[src/rtl/core/a2e_pkg.sv]
// Shared types and constants for the ASN.1 time string to epoch seconds converter.
// Used by the parser, the record queue, the converter and the top level.
package a2e_pkg;

  localparam int unsigned EpochW = 39;
  localparam int unsigned OutTdataW = 48;

  // Parse phases. Values below PH_SEC1 count the characters of the date and time digits.
  localparam logic [4:0] PH_SEC1 = 5'd16;
  localparam logic [4:0] PH_SEC2 = 5'd17;
  localparam logic [4:0] PH_REST = 5'd18;
  localparam logic [4:0] PH_OH1  = 5'd19;
  localparam logic [4:0] PH_OH2  = 5'd20;
  localparam logic [4:0] PH_OM1  = 5'd21;
  localparam logic [4:0] PH_OM2  = 5'd22;
  localparam logic [4:0] PH_DONE = 5'd23;

  localparam logic [1:0] KIND_GEN = 2'd1;

  localparam logic [7:0] CH_0     = 8'h30;
  localparam logic [7:0] CH_9     = 8'h39;
  localparam logic [7:0] CH_Z     = 8'h5A;
  localparam logic [7:0] CH_PLUS  = 8'h2B;
  localparam logic [7:0] CH_MINUS = 8'h2D;
  localparam logic [7:0] CH_DOT   = 8'h2E;
  localparam logic [7:0] CH_COMMA = 8'h2C;

  typedef enum logic [1:0] {
    ERR_OK     = 2'd0,
    ERR_FORMAT = 2'd1,
    ERR_RANGE  = 2'd2,
    ERR_LOCAL  = 2'd3
  } err_code_e;

  typedef enum logic [2:0] {
    CS_IDLE,
    CS_DIV,
    CS_DAYS,
    CS_TOT,
    CS_MUL,
    CS_DONE
  } conv_state_e;

  // One parsed time string handed from the parser to the converter.
  typedef struct packed {
    err_code_e   pre_code;  // nonzero: result is settled, no arithmetic needed
    logic [13:0] year;
    logic [3:0]  month;
    logic [4:0]  day;
    logic [4:0]  hour;
    logic [5:0]  minute;
    logic [5:0]  second;
    logic        zone_neg;
    logic [9:0]  zone_min;
  } a2e_rec_t;

  // Days before the first of each month in a common year.
  function automatic logic [8:0] cum_days(input logic [3:0] mi);
    logic [8:0] r;
    case (mi)
      4'd0:    r = 9'd0;
      4'd1:    r = 9'd31;
      4'd2:    r = 9'd59;
      4'd3:    r = 9'd90;
      4'd4:    r = 9'd120;
      4'd5:    r = 9'd151;
      4'd6:    r = 9'd181;
      4'd7:    r = 9'd212;
      4'd8:    r = 9'd243;
      4'd9:    r = 9'd273;
      4'd10:   r = 9'd304;
      4'd11:   r = 9'd334;
      default: r = 9'd0;
    endcase
    return r;
  endfunction

endpackage

[src/rtl/core/asn1_time_to_epoch_seconds.sv]
// ASN.1 UTCTime / GeneralizedTime string to seconds since 1970, top level.
// Depends on a2e_pkg, a2e_parse, a2e_fifo and a2e_conv.
//
// Input stream: one beat per character. s_axis_tdata is the character, s_axis_tuser the
// string kind (sampled on the first beat of a string), s_axis_tlast marks the final beat.
// Output stream: one beat per string, sent after its last character. m_axis_tdata holds
// the signed seconds (0 on error) and the error code.
// Characters are taken one per cycle while the queue is not full. The parser hands each
// finished string to a two-entry queue, and the converter works through it in one pass
// of its step sequencer (divide, days, total, multiply, done); the result beat goes
// valid when the done step loads the output register. A well-formed string is at least
// eleven characters, so the converter keeps pace with the character rate; a run of very
// short, malformed strings can fill the queue and stall the input. The queue also fills
// when the receiver holds m_axis_tready low and results back up.
// A result waits in the output register for as long as the receiver stalls.
// Reset clears the parser, the queue and the converter; no clearing pass is needed and
// the block takes characters as soon as reset is released.
module asn1_time_to_epoch_seconds import a2e_pkg::*; #(
  parameter int unsigned NARROW_TIME = 0
) (
  input  logic                 clk_i,
  input  logic                 rst_ni,
  input  logic                 s_axis_tvalid,
  output logic                 s_axis_tready,
  input  logic [7:0]           s_axis_tdata,   // [7:0] char_code
  input  logic [1:0]           s_axis_tuser,   // [1:0] time_kind
  input  logic                 s_axis_tlast,   // last_char
  output logic                 m_axis_tvalid,
  input  logic                 m_axis_tready,
  output logic [OutTdataW-1:0] m_axis_tdata    // [38:0] epoch_seconds, [40:39] error_code
);

  logic              accept, push, full, rec_valid, pop;
  a2e_rec_t          rec_in, rec_out;
  logic [EpochW-1:0] epoch;
  err_code_e         code;

  assign s_axis_tready = !full;
  assign accept        = s_axis_tvalid && s_axis_tready;

  a2e_parse u_parse (
    .clk_i,
    .rst_ni,
    .accept_i (accept),
    .kind_i   (s_axis_tuser),
    .char_i   (s_axis_tdata),
    .last_i   (s_axis_tlast),
    .push_o   (push),
    .rec_o    (rec_in)
  );

  a2e_fifo u_fifo (
    .clk_i,
    .rst_ni,
    .push_i  (push),
    .rec_i   (rec_in),
    .full_o  (full),
    .pop_i   (pop),
    .valid_o (rec_valid),
    .rec_o   (rec_out)
  );

  a2e_conv #(
    .NARROW_TIME (NARROW_TIME)
  ) u_conv (
    .clk_i,
    .rst_ni,
    .rec_valid_i (rec_valid),
    .rec_i       (rec_out),
    .pop_o       (pop),
    .out_valid_o (m_axis_tvalid),
    .out_ready_i (m_axis_tready),
    .epoch_o     (epoch),
    .code_o      (code)
  );

  assign m_axis_tdata = {(OutTdataW - EpochW - 2)'(0), code, epoch};

endmodule

[src/rtl/core/a2e_parse.sv]
// Character parser: walks the time string one beat at a time and builds a record.
// Depends on a2e_pkg; pushes one record into the queue on the last beat.
module a2e_parse import a2e_pkg::*; (
  input  logic       clk_i,
  input  logic       rst_ni,
  input  logic       accept_i,
  input  logic [1:0] kind_i,
  input  logic [7:0] char_i,
  input  logic       last_i,
  output logic       push_o,
  output a2e_rec_t   rec_o
);

  localparam logic [2:0] FLD_YEAR  = 3'd0;
  localparam logic [2:0] FLD_MONTH = 3'd1;
  localparam logic [2:0] FLD_DAY   = 3'd2;
  localparam logic [2:0] FLD_HOUR  = 3'd3;

  logic [4:0]  pos_q, pos_d;
  logic [13:0] acc_q, acc_d;
  logic [1:0]  kind_q, kind_d;
  logic        started_q;
  logic [13:0] year_q, year_d;
  logic [3:0]  month_q, month_d;
  logic [4:0]  day_q, day_d;
  logic [4:0]  hour_q, hour_d;
  logic [5:0]  min_q, min_d;
  logic [5:0]  sec_q, sec_d;
  logic [9:0]  zo_q, zo_d;
  logic        zneg_q, zneg_d;
  logic        err_q, err_d;

  logic        gen, dig, zone_go, zone_skip;
  logic [3:0]  dig_val;
  logic [4:0]  off, rel;
  logic [17:0] acc_mul;
  logic [13:0] acc_new;
  logic [7:0]  v2;

  assign kind_d  = started_q ? kind_q : kind_i;
  assign gen     = (kind_d == KIND_GEN);
  assign off     = gen ? 5'd2 : 5'd0;
  assign rel     = pos_q - off;
  assign dig     = (char_i >= CH_0) && (char_i <= CH_9);
  assign dig_val = dig ? char_i[3:0] : 4'd0;
  assign acc_mul = 18'(acc_q) * 18'd10 + 18'(dig_val);
  assign acc_new = acc_mul[13:0];
  // Second digit of a two-digit field; the accumulator holds only the first digit here.
  assign v2      = 8'(acc_q[3:0]) * 8'd10 + 8'(dig_val);
  // GeneralizedTime lets fractional seconds through before the zone.
  assign zone_skip = gen && ((char_i == CH_DOT) || (char_i == CH_COMMA) || dig);

  always_comb begin
    pos_d   = pos_q;
    acc_d   = acc_q;
    year_d  = year_q;
    month_d = month_q;
    day_d   = day_q;
    hour_d  = hour_q;
    min_d   = min_q;
    sec_d   = sec_q;
    zo_d    = zo_q;
    zneg_d  = zneg_q;
    err_d   = err_q;
    zone_go = 1'b0;
    if (!err_q) begin
      if (pos_q < PH_SEC1) begin
        if (!dig) begin
          err_d = 1'b1;
        end else begin
          acc_d = acc_new;
          if ((pos_q >= off + 5'd1) && rel[0]) begin
            acc_d = '0;
            case (rel[3:1])
              FLD_YEAR: begin
                if (gen) year_d = acc_new;
                else if (acc_new < 14'd50) year_d = acc_new + 14'd2000;
                else year_d = acc_new + 14'd1900;
              end
              FLD_MONTH: begin
                if (acc_new < 14'd1 || acc_new > 14'd12) err_d = 1'b1;
                else month_d = acc_new[3:0];
              end
              FLD_DAY: begin
                if (acc_new < 14'd1 || acc_new > 14'd31) err_d = 1'b1;
                else day_d = acc_new[4:0];
              end
              FLD_HOUR: begin
                if (acc_new > 14'd23) err_d = 1'b1;
                else hour_d = acc_new[4:0];
              end
              default: begin
                if (acc_new > 14'd59) err_d = 1'b1;
                else min_d = acc_new[5:0];
              end
            endcase
          end
          pos_d = (pos_q == off + 5'd9) ? PH_SEC1 : pos_q + 5'd1;
        end
      end else begin
        case (pos_q)
          PH_SEC1: begin
            if (dig) begin
              acc_d = 14'(dig_val);
              pos_d = PH_SEC2;
            end else begin
              sec_d   = '0;
              pos_d   = PH_REST;
              zone_go = 1'b1;
            end
          end
          PH_SEC2: begin
            acc_d = '0;
            if (!dig || v2 > 8'd59) begin
              err_d = 1'b1;
            end else begin
              sec_d = v2[5:0];
              pos_d = PH_REST;
            end
          end
          PH_REST: zone_go = 1'b1;
          PH_OH1, PH_OM1: begin
            if (!dig) begin
              err_d = 1'b1;
            end else begin
              acc_d = 14'(dig_val);
              pos_d = pos_q + 5'd1;
            end
          end
          PH_OH2: begin
            acc_d = '0;
            if (!dig || v2 > 8'd12) begin
              err_d = 1'b1;
            end else begin
              zo_d  = 10'(v2) * 10'd60;
              pos_d = PH_OM1;
            end
          end
          PH_OM2: begin
            acc_d = '0;
            if (!dig || v2 > 8'd59) begin
              err_d = 1'b1;
            end else begin
              zo_d  = zo_q + 10'(v2);
              pos_d = PH_DONE;
            end
          end
          default: err_d = 1'b1;
        endcase
        if (zone_go && !zone_skip) begin
          if (char_i == CH_Z) begin
            zo_d   = '0;
            zneg_d = 1'b0;
            pos_d  = PH_DONE;
          end else if (char_i == CH_PLUS || char_i == CH_MINUS) begin
            zneg_d = (char_i == CH_MINUS);
            pos_d  = PH_OH1;
          end else begin
            err_d = 1'b1;
          end
        end
      end
    end
  end

  always_comb begin
    rec_o.year     = year_d;
    rec_o.month    = month_d;
    rec_o.day      = day_d;
    rec_o.hour     = hour_d;
    rec_o.minute   = min_d;
    rec_o.second   = sec_d;
    rec_o.zone_neg = zneg_d;
    rec_o.zone_min = zo_d;
    if (kind_d[1] || err_d) rec_o.pre_code = ERR_FORMAT;
    else if (pos_d == PH_SEC1 || pos_d == PH_REST) rec_o.pre_code = gen ? ERR_LOCAL : ERR_FORMAT;
    else if (pos_d != PH_DONE) rec_o.pre_code = ERR_FORMAT;
    else rec_o.pre_code = ERR_OK;
  end

  assign push_o = accept_i && last_i;

  always_ff @(posedge clk_i or negedge rst_ni) begin
    if (!rst_ni) begin
      pos_q     <= '0;
      acc_q     <= '0;
      kind_q    <= '0;
      started_q <= 1'b0;
      year_q    <= '0;
      month_q   <= '0;
      day_q     <= '0;
      hour_q    <= '0;
      min_q     <= '0;
      sec_q     <= '0;
      zo_q      <= '0;
      zneg_q    <= 1'b0;
      err_q     <= 1'b0;
    end else if (accept_i) begin
      if (last_i) begin
        // The string is complete: start over for the next one.
        pos_q     <= '0;
        acc_q     <= '0;
        kind_q    <= '0;
        started_q <= 1'b0;
        year_q    <= '0;
        month_q   <= '0;
        day_q     <= '0;
        hour_q    <= '0;
        min_q     <= '0;
        sec_q     <= '0;
        zo_q      <= '0;
        zneg_q    <= 1'b0;
        err_q     <= 1'b0;
      end else begin
        pos_q     <= pos_d;
        acc_q     <= acc_d;
        kind_q    <= kind_d;
        started_q <= 1'b1;
        year_q    <= year_d;
        month_q   <= month_d;
        day_q     <= day_d;
        hour_q    <= hour_d;
        min_q     <= min_d;
        sec_q     <= sec_d;
        zo_q      <= zo_d;
        zneg_q    <= zneg_d;
        err_q     <= err_d;
      end
    end
  end

endmodule

[src/rtl/core/a2e_fifo.sv]
// Two-entry record queue between the parser and the converter.
// Depends on a2e_pkg for the record type.
module a2e_fifo import a2e_pkg::*; (
  input  logic     clk_i,
  input  logic     rst_ni,
  input  logic     push_i,
  input  a2e_rec_t rec_i,
  output logic     full_o,
  input  logic     pop_i,
  output logic     valid_o,
  output a2e_rec_t rec_o
);

  a2e_rec_t   mem_q [2];
  logic       wr_ptr_q, rd_ptr_q;
  logic [1:0] cnt_q;
  logic       do_push, do_pop;

  assign full_o  = (cnt_q == 2'd2);
  assign valid_o = (cnt_q != 2'd0);
  assign rec_o   = mem_q[rd_ptr_q];
  assign do_push = push_i && !full_o;
  assign do_pop  = pop_i && valid_o;

  always_ff @(posedge clk_i) begin
    if (do_push) mem_q[wr_ptr_q] <= rec_i;
  end

  always_ff @(posedge clk_i or negedge rst_ni) begin
    if (!rst_ni) begin
      wr_ptr_q <= 1'b0;
      rd_ptr_q <= 1'b0;
      cnt_q    <= '0;
    end else begin
      if (do_push) wr_ptr_q <= ~wr_ptr_q;
      if (do_pop) rd_ptr_q <= ~rd_ptr_q;
      if (do_push && !do_pop) cnt_q <= cnt_q + 2'd1;
      else if (do_pop && !do_push) cnt_q <= cnt_q - 2'd1;
    end
  end

endmodule

[src/rtl/core/a2e_conv.sv]
// Converter: turns a parsed record into seconds since 1970 over a short sequence of steps.
// Depends on a2e_pkg; holds the result in an output register until it is taken.
module a2e_conv import a2e_pkg::*; #(
  parameter int unsigned NARROW_TIME = 0
) (
  input  logic                clk_i,
  input  logic                rst_ni,
  input  logic                rec_valid_i,
  input  a2e_rec_t            rec_i,
  output logic                pop_o,
  output logic                out_valid_o,
  input  logic                out_ready_i,
  output logic [EpochW-1:0]   epoch_o,
  output err_code_e           code_o
);

  localparam bit Narrow = (NARROW_TIME != 0);

  conv_state_e state_q, state_d;
  logic        load_out;

  a2e_rec_t           r_q;
  logic [6:0]         q_q, q_d;
  logic signed [13:0] days_q, days_d;
  logic signed [23:0] ydays_q, ydays_d;
  logic signed [23:0] tot_q, tot_d;
  logic signed [18:0] hsec_q, hsec_d;
  logic signed [40:0] t_q, t_d;

  logic              out_valid_q;
  logic [EpochW-1:0] epoch_q;
  err_code_e         code_q, code_c;

  logic [26:0]        qprod;
  logic [13:0]        q100;
  logic [6:0]         rem;
  logic               y_ge, leap, leapadj;
  logic [3:0]         mi;
  logic [7:0]         k, m;
  logic signed [8:0]  cent_hi, cent_lo;
  logic [13:0]        lp_hi, lp_lo;
  logic signed [12:0] corr;
  logic signed [14:0] yd;
  logic signed [10:0] zo_s;
  logic signed [11:0] mdiff;

  // Year divided by 100 through a reciprocal multiply, exact for years below 12800 (the quotient is held in 7 bits).
  assign qprod = 27'(r_q.year) * 27'd5243;
  assign q_d   = qprod[25:19];

  assign q100    = 14'(q_q) * 14'd100;
  assign rem     = 7'(r_q.year - q100);
  assign y_ge    = (r_q.year >= 14'd1970);
  assign leap    = ((r_q.year[1:0] == 2'd0) && (rem != 7'd0))
                 || ((rem == 7'd0) && (q_q[1:0] == 2'd0));
  assign mi      = (r_q.month == 4'd0) ? 4'd0 : r_q.month - 4'd1;
  assign leapadj = leap && (mi >= 4'd2);

  // Century years skipped as leap years between the year and the epoch.
  assign k       = (rem == 7'd0) ? 8'(q_q) - 8'd1 : 8'(q_q);
  assign m       = (rem == 7'd0) ? 8'(q_q) : 8'(q_q) + 8'd1;
  assign cent_hi = $signed({1'b0, k}) - $signed({3'b0, k[7:2]}) - 9'sd15;
  assign cent_lo = (r_q.year == 14'd0) ? 9'sd15
                 : 9'sd16 - $signed({1'b0, m}) + $signed({3'b0, 6'((m - 8'd1) >> 2)});
  assign lp_hi   = (r_q.year - 14'd1969) >> 2;
  assign lp_lo   = (14'd1972 - r_q.year) >> 2;

  always_comb begin
    if (y_ge) begin
      corr = $signed({1'b0, 12'(lp_hi)}) - (Narrow ? 13'sd0 : 13'(cent_hi));
    end else begin
      corr = (Narrow ? 13'sd0 : 13'(cent_lo)) - $signed({1'b0, 12'(lp_lo)});
    end
  end

  assign days_d = 14'($signed({1'b0, r_q.day}) - 6'sd1)
                + $signed({5'b0, cum_days(mi)})
                + $signed({13'b0, leapadj})
                + 14'(corr);
  assign yd      = $signed({1'b0, r_q.year}) - 15'sd1970;
  assign ydays_d = 24'(yd) * 24'sd365;

  assign tot_d  = ydays_q + 24'(days_q);
  assign zo_s   = r_q.zone_neg ? -$signed({1'b0, r_q.zone_min}) : $signed({1'b0, r_q.zone_min});
  assign mdiff  = $signed({6'b0, r_q.minute}) - 12'(zo_s);
  assign hsec_d = $signed({2'b0, 17'(r_q.hour) * 17'd3600})
                + 19'(mdiff) * 19'sd60
                + $signed({13'b0, r_q.second});

  assign t_d = 41'(tot_q) * 41'sd86400 + 41'(hsec_q);

  always_comb begin
    code_c = ERR_OK;
    if (r_q.pre_code != ERR_OK) begin
      code_c = r_q.pre_code;
    end else begin
      if (Narrow && (r_q.year < 14'd1900 || r_q.year > 14'd2040)) code_c = ERR_RANGE;
      // The sign of the result must agree with the side of the epoch the year is on.
      if (y_ge && t_q < 41'sd0) code_c = ERR_RANGE;
      if (!y_ge && t_q >= 41'sd0) code_c = ERR_RANGE;
      if (Narrow && (t_q < -41'sd2147483648 || t_q > 41'sd2147483647)) code_c = ERR_RANGE;
    end
  end

  always_comb begin
    state_d  = state_q;
    pop_o    = 1'b0;
    load_out = 1'b0;
    case (state_q)
      CS_IDLE: begin
        if (rec_valid_i) begin
          pop_o   = 1'b1;
          state_d = CS_DIV;
        end
      end
      CS_DIV:  state_d = CS_DAYS;
      CS_DAYS: state_d = CS_TOT;
      CS_TOT:  state_d = CS_MUL;
      CS_MUL:  state_d = CS_DONE;
      CS_DONE: begin
        if (!out_valid_q || out_ready_i) begin
          load_out = 1'b1;
          state_d  = CS_IDLE;
        end
      end
      default: state_d = CS_IDLE;
    endcase
  end

  always_ff @(posedge clk_i or negedge rst_ni) begin
    if (!rst_ni) begin
      state_q     <= CS_IDLE;
      out_valid_q <= 1'b0;
    end else begin
      state_q <= state_d;
      if (load_out) out_valid_q <= 1'b1;
      else if (out_ready_i) out_valid_q <= 1'b0;
    end
  end

  always_ff @(posedge clk_i) begin
    case (state_q)
      CS_IDLE: if (rec_valid_i) r_q <= rec_i;
      CS_DIV:  q_q <= q_d;
      CS_DAYS: begin
        days_q  <= days_d;
        ydays_q <= ydays_d;
      end
      CS_TOT: begin
        tot_q  <= tot_d;
        hsec_q <= hsec_d;
      end
      CS_MUL:  t_q <= t_d;
      CS_DONE: begin
        if (load_out) begin
          code_q  <= code_c;
          epoch_q <= (code_c == ERR_OK) ? t_q[EpochW-1:0] : '0;
        end
      end
      default: ;
    endcase
  end

  assign out_valid_o = out_valid_q;
  assign epoch_o     = epoch_q;
  assign code_o      = code_q;

endmodule
[config.mk]
export PLATFORM = sky130hd
export DESIGN_NAME = asn1_time_to_epoch_seconds
export DESIGN_NICKNAME = d
export VERILOG_FILES = /design/src/rtl/core/a2e_pkg.sv /design/src/rtl/core/asn1_time_to_epoch_seconds.sv /design/src/rtl/core/a2e_parse.sv /design/src/rtl/core/a2e_fifo.sv /design/src/rtl/core/a2e_conv.sv
export SDC_FILE = /design/constraint.sdc
export NUM_CORES = 2
export LEC_CHECK = 0
export BUFFER_PORTS_ARGS = -buffer_cell sky130_fd_sc_hd__buf_4
export CAP_MARGIN = 25
export CORE_MARGIN = 3
export CORE_UTILIZATION = 54
export CTS_CLUSTER_SIZE = 25
export DETAILED_ROUTE_END_ITERATION = 16
export HOLD_SLACK_MARGIN = 0.1
export PLACE_DENSITY = 0.7
export SYNTH_ARGS = -nofsm -noshare
export SYNTH_HDL_FRONTEND = slang
export SYNTH_SLANG_ARGS = --single-unit
export TNS_END_PERCENT = 100
[constraint.sdc]
create_clock -name clk_i -period 13.7 [get_ports clk_i]
set_clock_uncertainty 0.2 [all_clocks]
set_input_delay 2.74 -clock clk_i [delete_from_list [all_inputs] [get_ports clk_i]]
set_output_delay 2.74 -clock clk_i [all_outputs]
set_load 0.02 [all_outputs]
==> results.json <==
{
  "synth_area_um2": 38700,
  "final_common_cell": "ha_1",
  "cts_resized": 0,
  "hold_viol": 0,
  "path_max_fanout": 16,
  "period_minus_slack_ns": 8.57,
  "syn_inst": 3772,
  "cts_max_path_buffers": 3,
  "syn_avg_cell_area_um2": 10.3,
  "grt_pass1_vias": 26508,
  "initial_core_util_pct": 54.9,
  "die_area_um2": 74900,
  "whs_ns": 0.227,
  "final_area_um2": 41700,
  "run_status": "completed",
  "setup_ws_ns": 5.13,
  "io_buffers": 57,
  "cts_root_buf": "clkbuf_16",
  "dp_hpwl_um": 60700,
  "critPathMaxStageDelay_ns": 0.82,
  "cts_tree": "built",
  "ys_seq_elements": 409,
  "period_share_pct": 62.6,
  "tightest_slew_ns": 1.05,
  "die_h_um": 274,
  "synth_xor_area_share_pct": 7.00,
  "rsz0062_at_grt": "no",
  "place.gp.congestion": 0.923,
  "post-cts-setup-buffers": 0,
  "synthTopCellsByArea": "edfxtp_1 (25%), ha_1 (18%), fa_1 (12%), dfrtp_1 (5.2%), inv_1 (5.2%)",
  "cts_hold_buf": 0,
  "r2r_cells": 32,
  "diodes": 0,
  "routed_wl_um": 76900,
  "placed_area_um2": 40200,
  "num-fill-cells": 5861,
  "hold_path_class": "reg2reg",
  "slowest_stage": "o21ai_1",
  "drive_above_1_share_pct": 6.81,
  "core-area_um2": 70500,
  "tns_ns": 0,
  "end_kind": "flop",
  "clk_pin_slew_ns": 0.07,
  "io_pins": 65,
  "synth.top_cell.area_share_pct": 25.5,
  "regToRegSetupSlack_ns": 5.13,
  "dieWidth_um": 274,
  "ys.flop_type": "edfxtp_1",
  "synth-edff-count": 328,
  "synthArstFlopShare_pct": 19.8,
  "max_cap_viol_count": 0,
  "min_from": "u_conv.hsec_q[5]",
  "vias_per_cell": 5.53,
  "via_count": 26549,
  "num_rows": 97,
  "fmax_mhz": 117,
  "synth-compound-area-share_pct": 13.1,
  "layout_common_cells": "ha_1 (570), inv_1 (535), edfxtp_1 (328), fa_1 (237), nand2_1 (226)",
  "wl_per_cell_um": 16.0,
  "clk_latency_ns": 0.59,
  "register_area_um2": 11900,
  "crit-reg2reg-launch": "u_conv.q_q[0]",
  "drt-pass1-iter-count": 5,
  "worstReg2RegEnd": "u_conv.days_q[13]",
  "cts_sinks": 409,
  "holdPathStages": 0,
  "crit_required_ns": 13.81,
  "path_common_cell": "ha_1",
  "grt_pass1_wl_um": 130000,
  "syn2layout_area_growth_pct": 7.90,
  "yosysWarningCount": 0,
  "synthSimpleGateAreaFrac_pct": 10.0,
  "synthAdderAreaFrac_pct": 30.8,
  "nets": 4648,
  "slew_viol_final": 0,
  "whs_endpoint": "u_conv.t_q[5]",
  "crit_path_start_kind": "flop",
  "initialDrtViolationCount": 1505,
  "pre_cts_slack_ns": 4.81,
  "antenna_found_initial": 0,
  "synth_top_area_cell": "edfxtp_1",
  "worst-setup-path-type": "reg2reg",
  "yosysSeqAreaShare_pct": 30.7,
  "cts_made_buffers": 46,
  "multiInputGateArea_um2": 24500,
  "synth_top_family_by_area": "adder cells",
  "relSlewSlack_pct": 29.6,
  "track_usage_pct": 21.0,
  "grt_max_degree": 59,
  "synth_cell_types": 100,
  "drc": 0,
  "cts_max_level": 2,
  "setup_viol": 0,
  "gr-total-overflow": 0,
  "ant_nets": 0,
  "synthMuxAreaShare_pct": 2.35,
  "critical_path_arrival_ns": 8.68
}
worst max-delay path: cells and delay by family, from the launching register on:
kind                     cells  cell delay [ns]
buffers and inverters        2             0.15
adder cells (fa/ha/maj)      6             2.32
flip-flops                   1             0.52
AO/OA/AOI/OAI               12             2.96
XOR/XNOR                     6             1.16
AND/OR/NAND/NOR              6             0.98
kinds of logic after synthesis:
kind of cell,Yosys count
other,1
buffers and inverters,620
adders and majority gates,809
DFF,409
muxes,83
AOI/OAI and AO/OA,767
and+or+nand+nor,777
xor gates and xnor gates,306
metrics by stage:
stage	util, %	instances
2_1_floorplan	-	3778
3_3_place_gp	57.0	4715
3_5_place_dp	57.0	4718
4_1_cts	59.2	4802
5_1_grt	59.2	4802
6_report	59.2	4802
worst max-delay path by stage:
stage / cells after the start / end / start / slack, ns
6_report: 32 / u_conv.days_q[13] / u_conv.q_q[0] / 5.13
5_1_grt: 32 / u_conv.days_q[13] / u_conv.q_q[0] / 4.52
4_1_cts: 32 / u_conv.days_q[13] / u_conv.q_q[0] / 5.22
3_5_place_dp: 20 / u_fifo.mem_q[0][9] / s_axis_tdata[1] / 4.81
3_3_place_gp: 20 / u_fifo.mem_q[0][9] / s_axis_tdata[1] / 4.92
2_1_floorplan: 22 / u_fifo.mem_q[0][9] / s_axis_tdata[1] / 5.31
state kept, by name, summed over array words and instances (netlist names), 5 cells and up:
| signal | cells |
|---|---|
| u_conv.days_q | 14 |
| u_conv.epoch_o | 39 |
| u_conv.hsec_q | 19 |
| u_conv.q_q | 7 |
| u_conv.r_q | 53 |
| u_conv.t_q | 40 |
| u_conv.tot_q | 24 |
| u_conv.ydays_q | 24 |
| u_fifo.mem_q | 106 |
| u_parse.acc_q | 13 |
| u_parse.day_q | 5 |
| u_parse.hour_q | 5 |
| u_parse.min_q | 6 |
| u_parse.pos_q | 5 |
| u_parse.sec_q | 6 |
| u_parse.year_q | 14 |
| u_parse.zo_q | 10 |
cell usage after synthesis (19+ instances only):
library cell / number
a21o_1: 79
a21oi_1: 183
a22o_1: 24
a31oi_1: 32
and2_1: 52
and3_1: 19
clkbuf_1: 57
dfrtp_1: 81
edfxtp_1: 328
fa_1: 237
ha_1: 570
inv_1: 536
mux2_2: 60
mux2i_1: 22
nand2_1: 227
nand2b_1: 25
nand3_1: 47
nand4_1: 22
nor2_1: 180
nor2b_1: 44
nor3_1: 54
nor3b_1: 20
o21a_1: 32
o21ai_0: 143
o21ai_1: 31
o21bai_1: 35
o31ai_1: 25
xnor2_1: 218
xor2_1: 85
layout make-up:
type / instances / share of cell area, %
well taps: 940 / 2.82
inverters: 542 / 4.87
clock buffers: 53 / 2.90
multi-input cells: 2749 / 58.7
clock inverters: 31 / 0.737
repair buffers: 78 / 1.48
flip-flops and latches: 409 / 28.5
per-layer routing:
layer	GRT usage [%]	share of wire [%]	up-vias
li1	-	-	13259
met1	28.5	46	12723
met2	36.2	47	468
met3	2.36	4.1	99
met4	4.92	2.1	0
met5	0	0	-
Power is not shown: default switching activity piles up to over one toggle a cycle in this logic, so the estimate is an artifact.
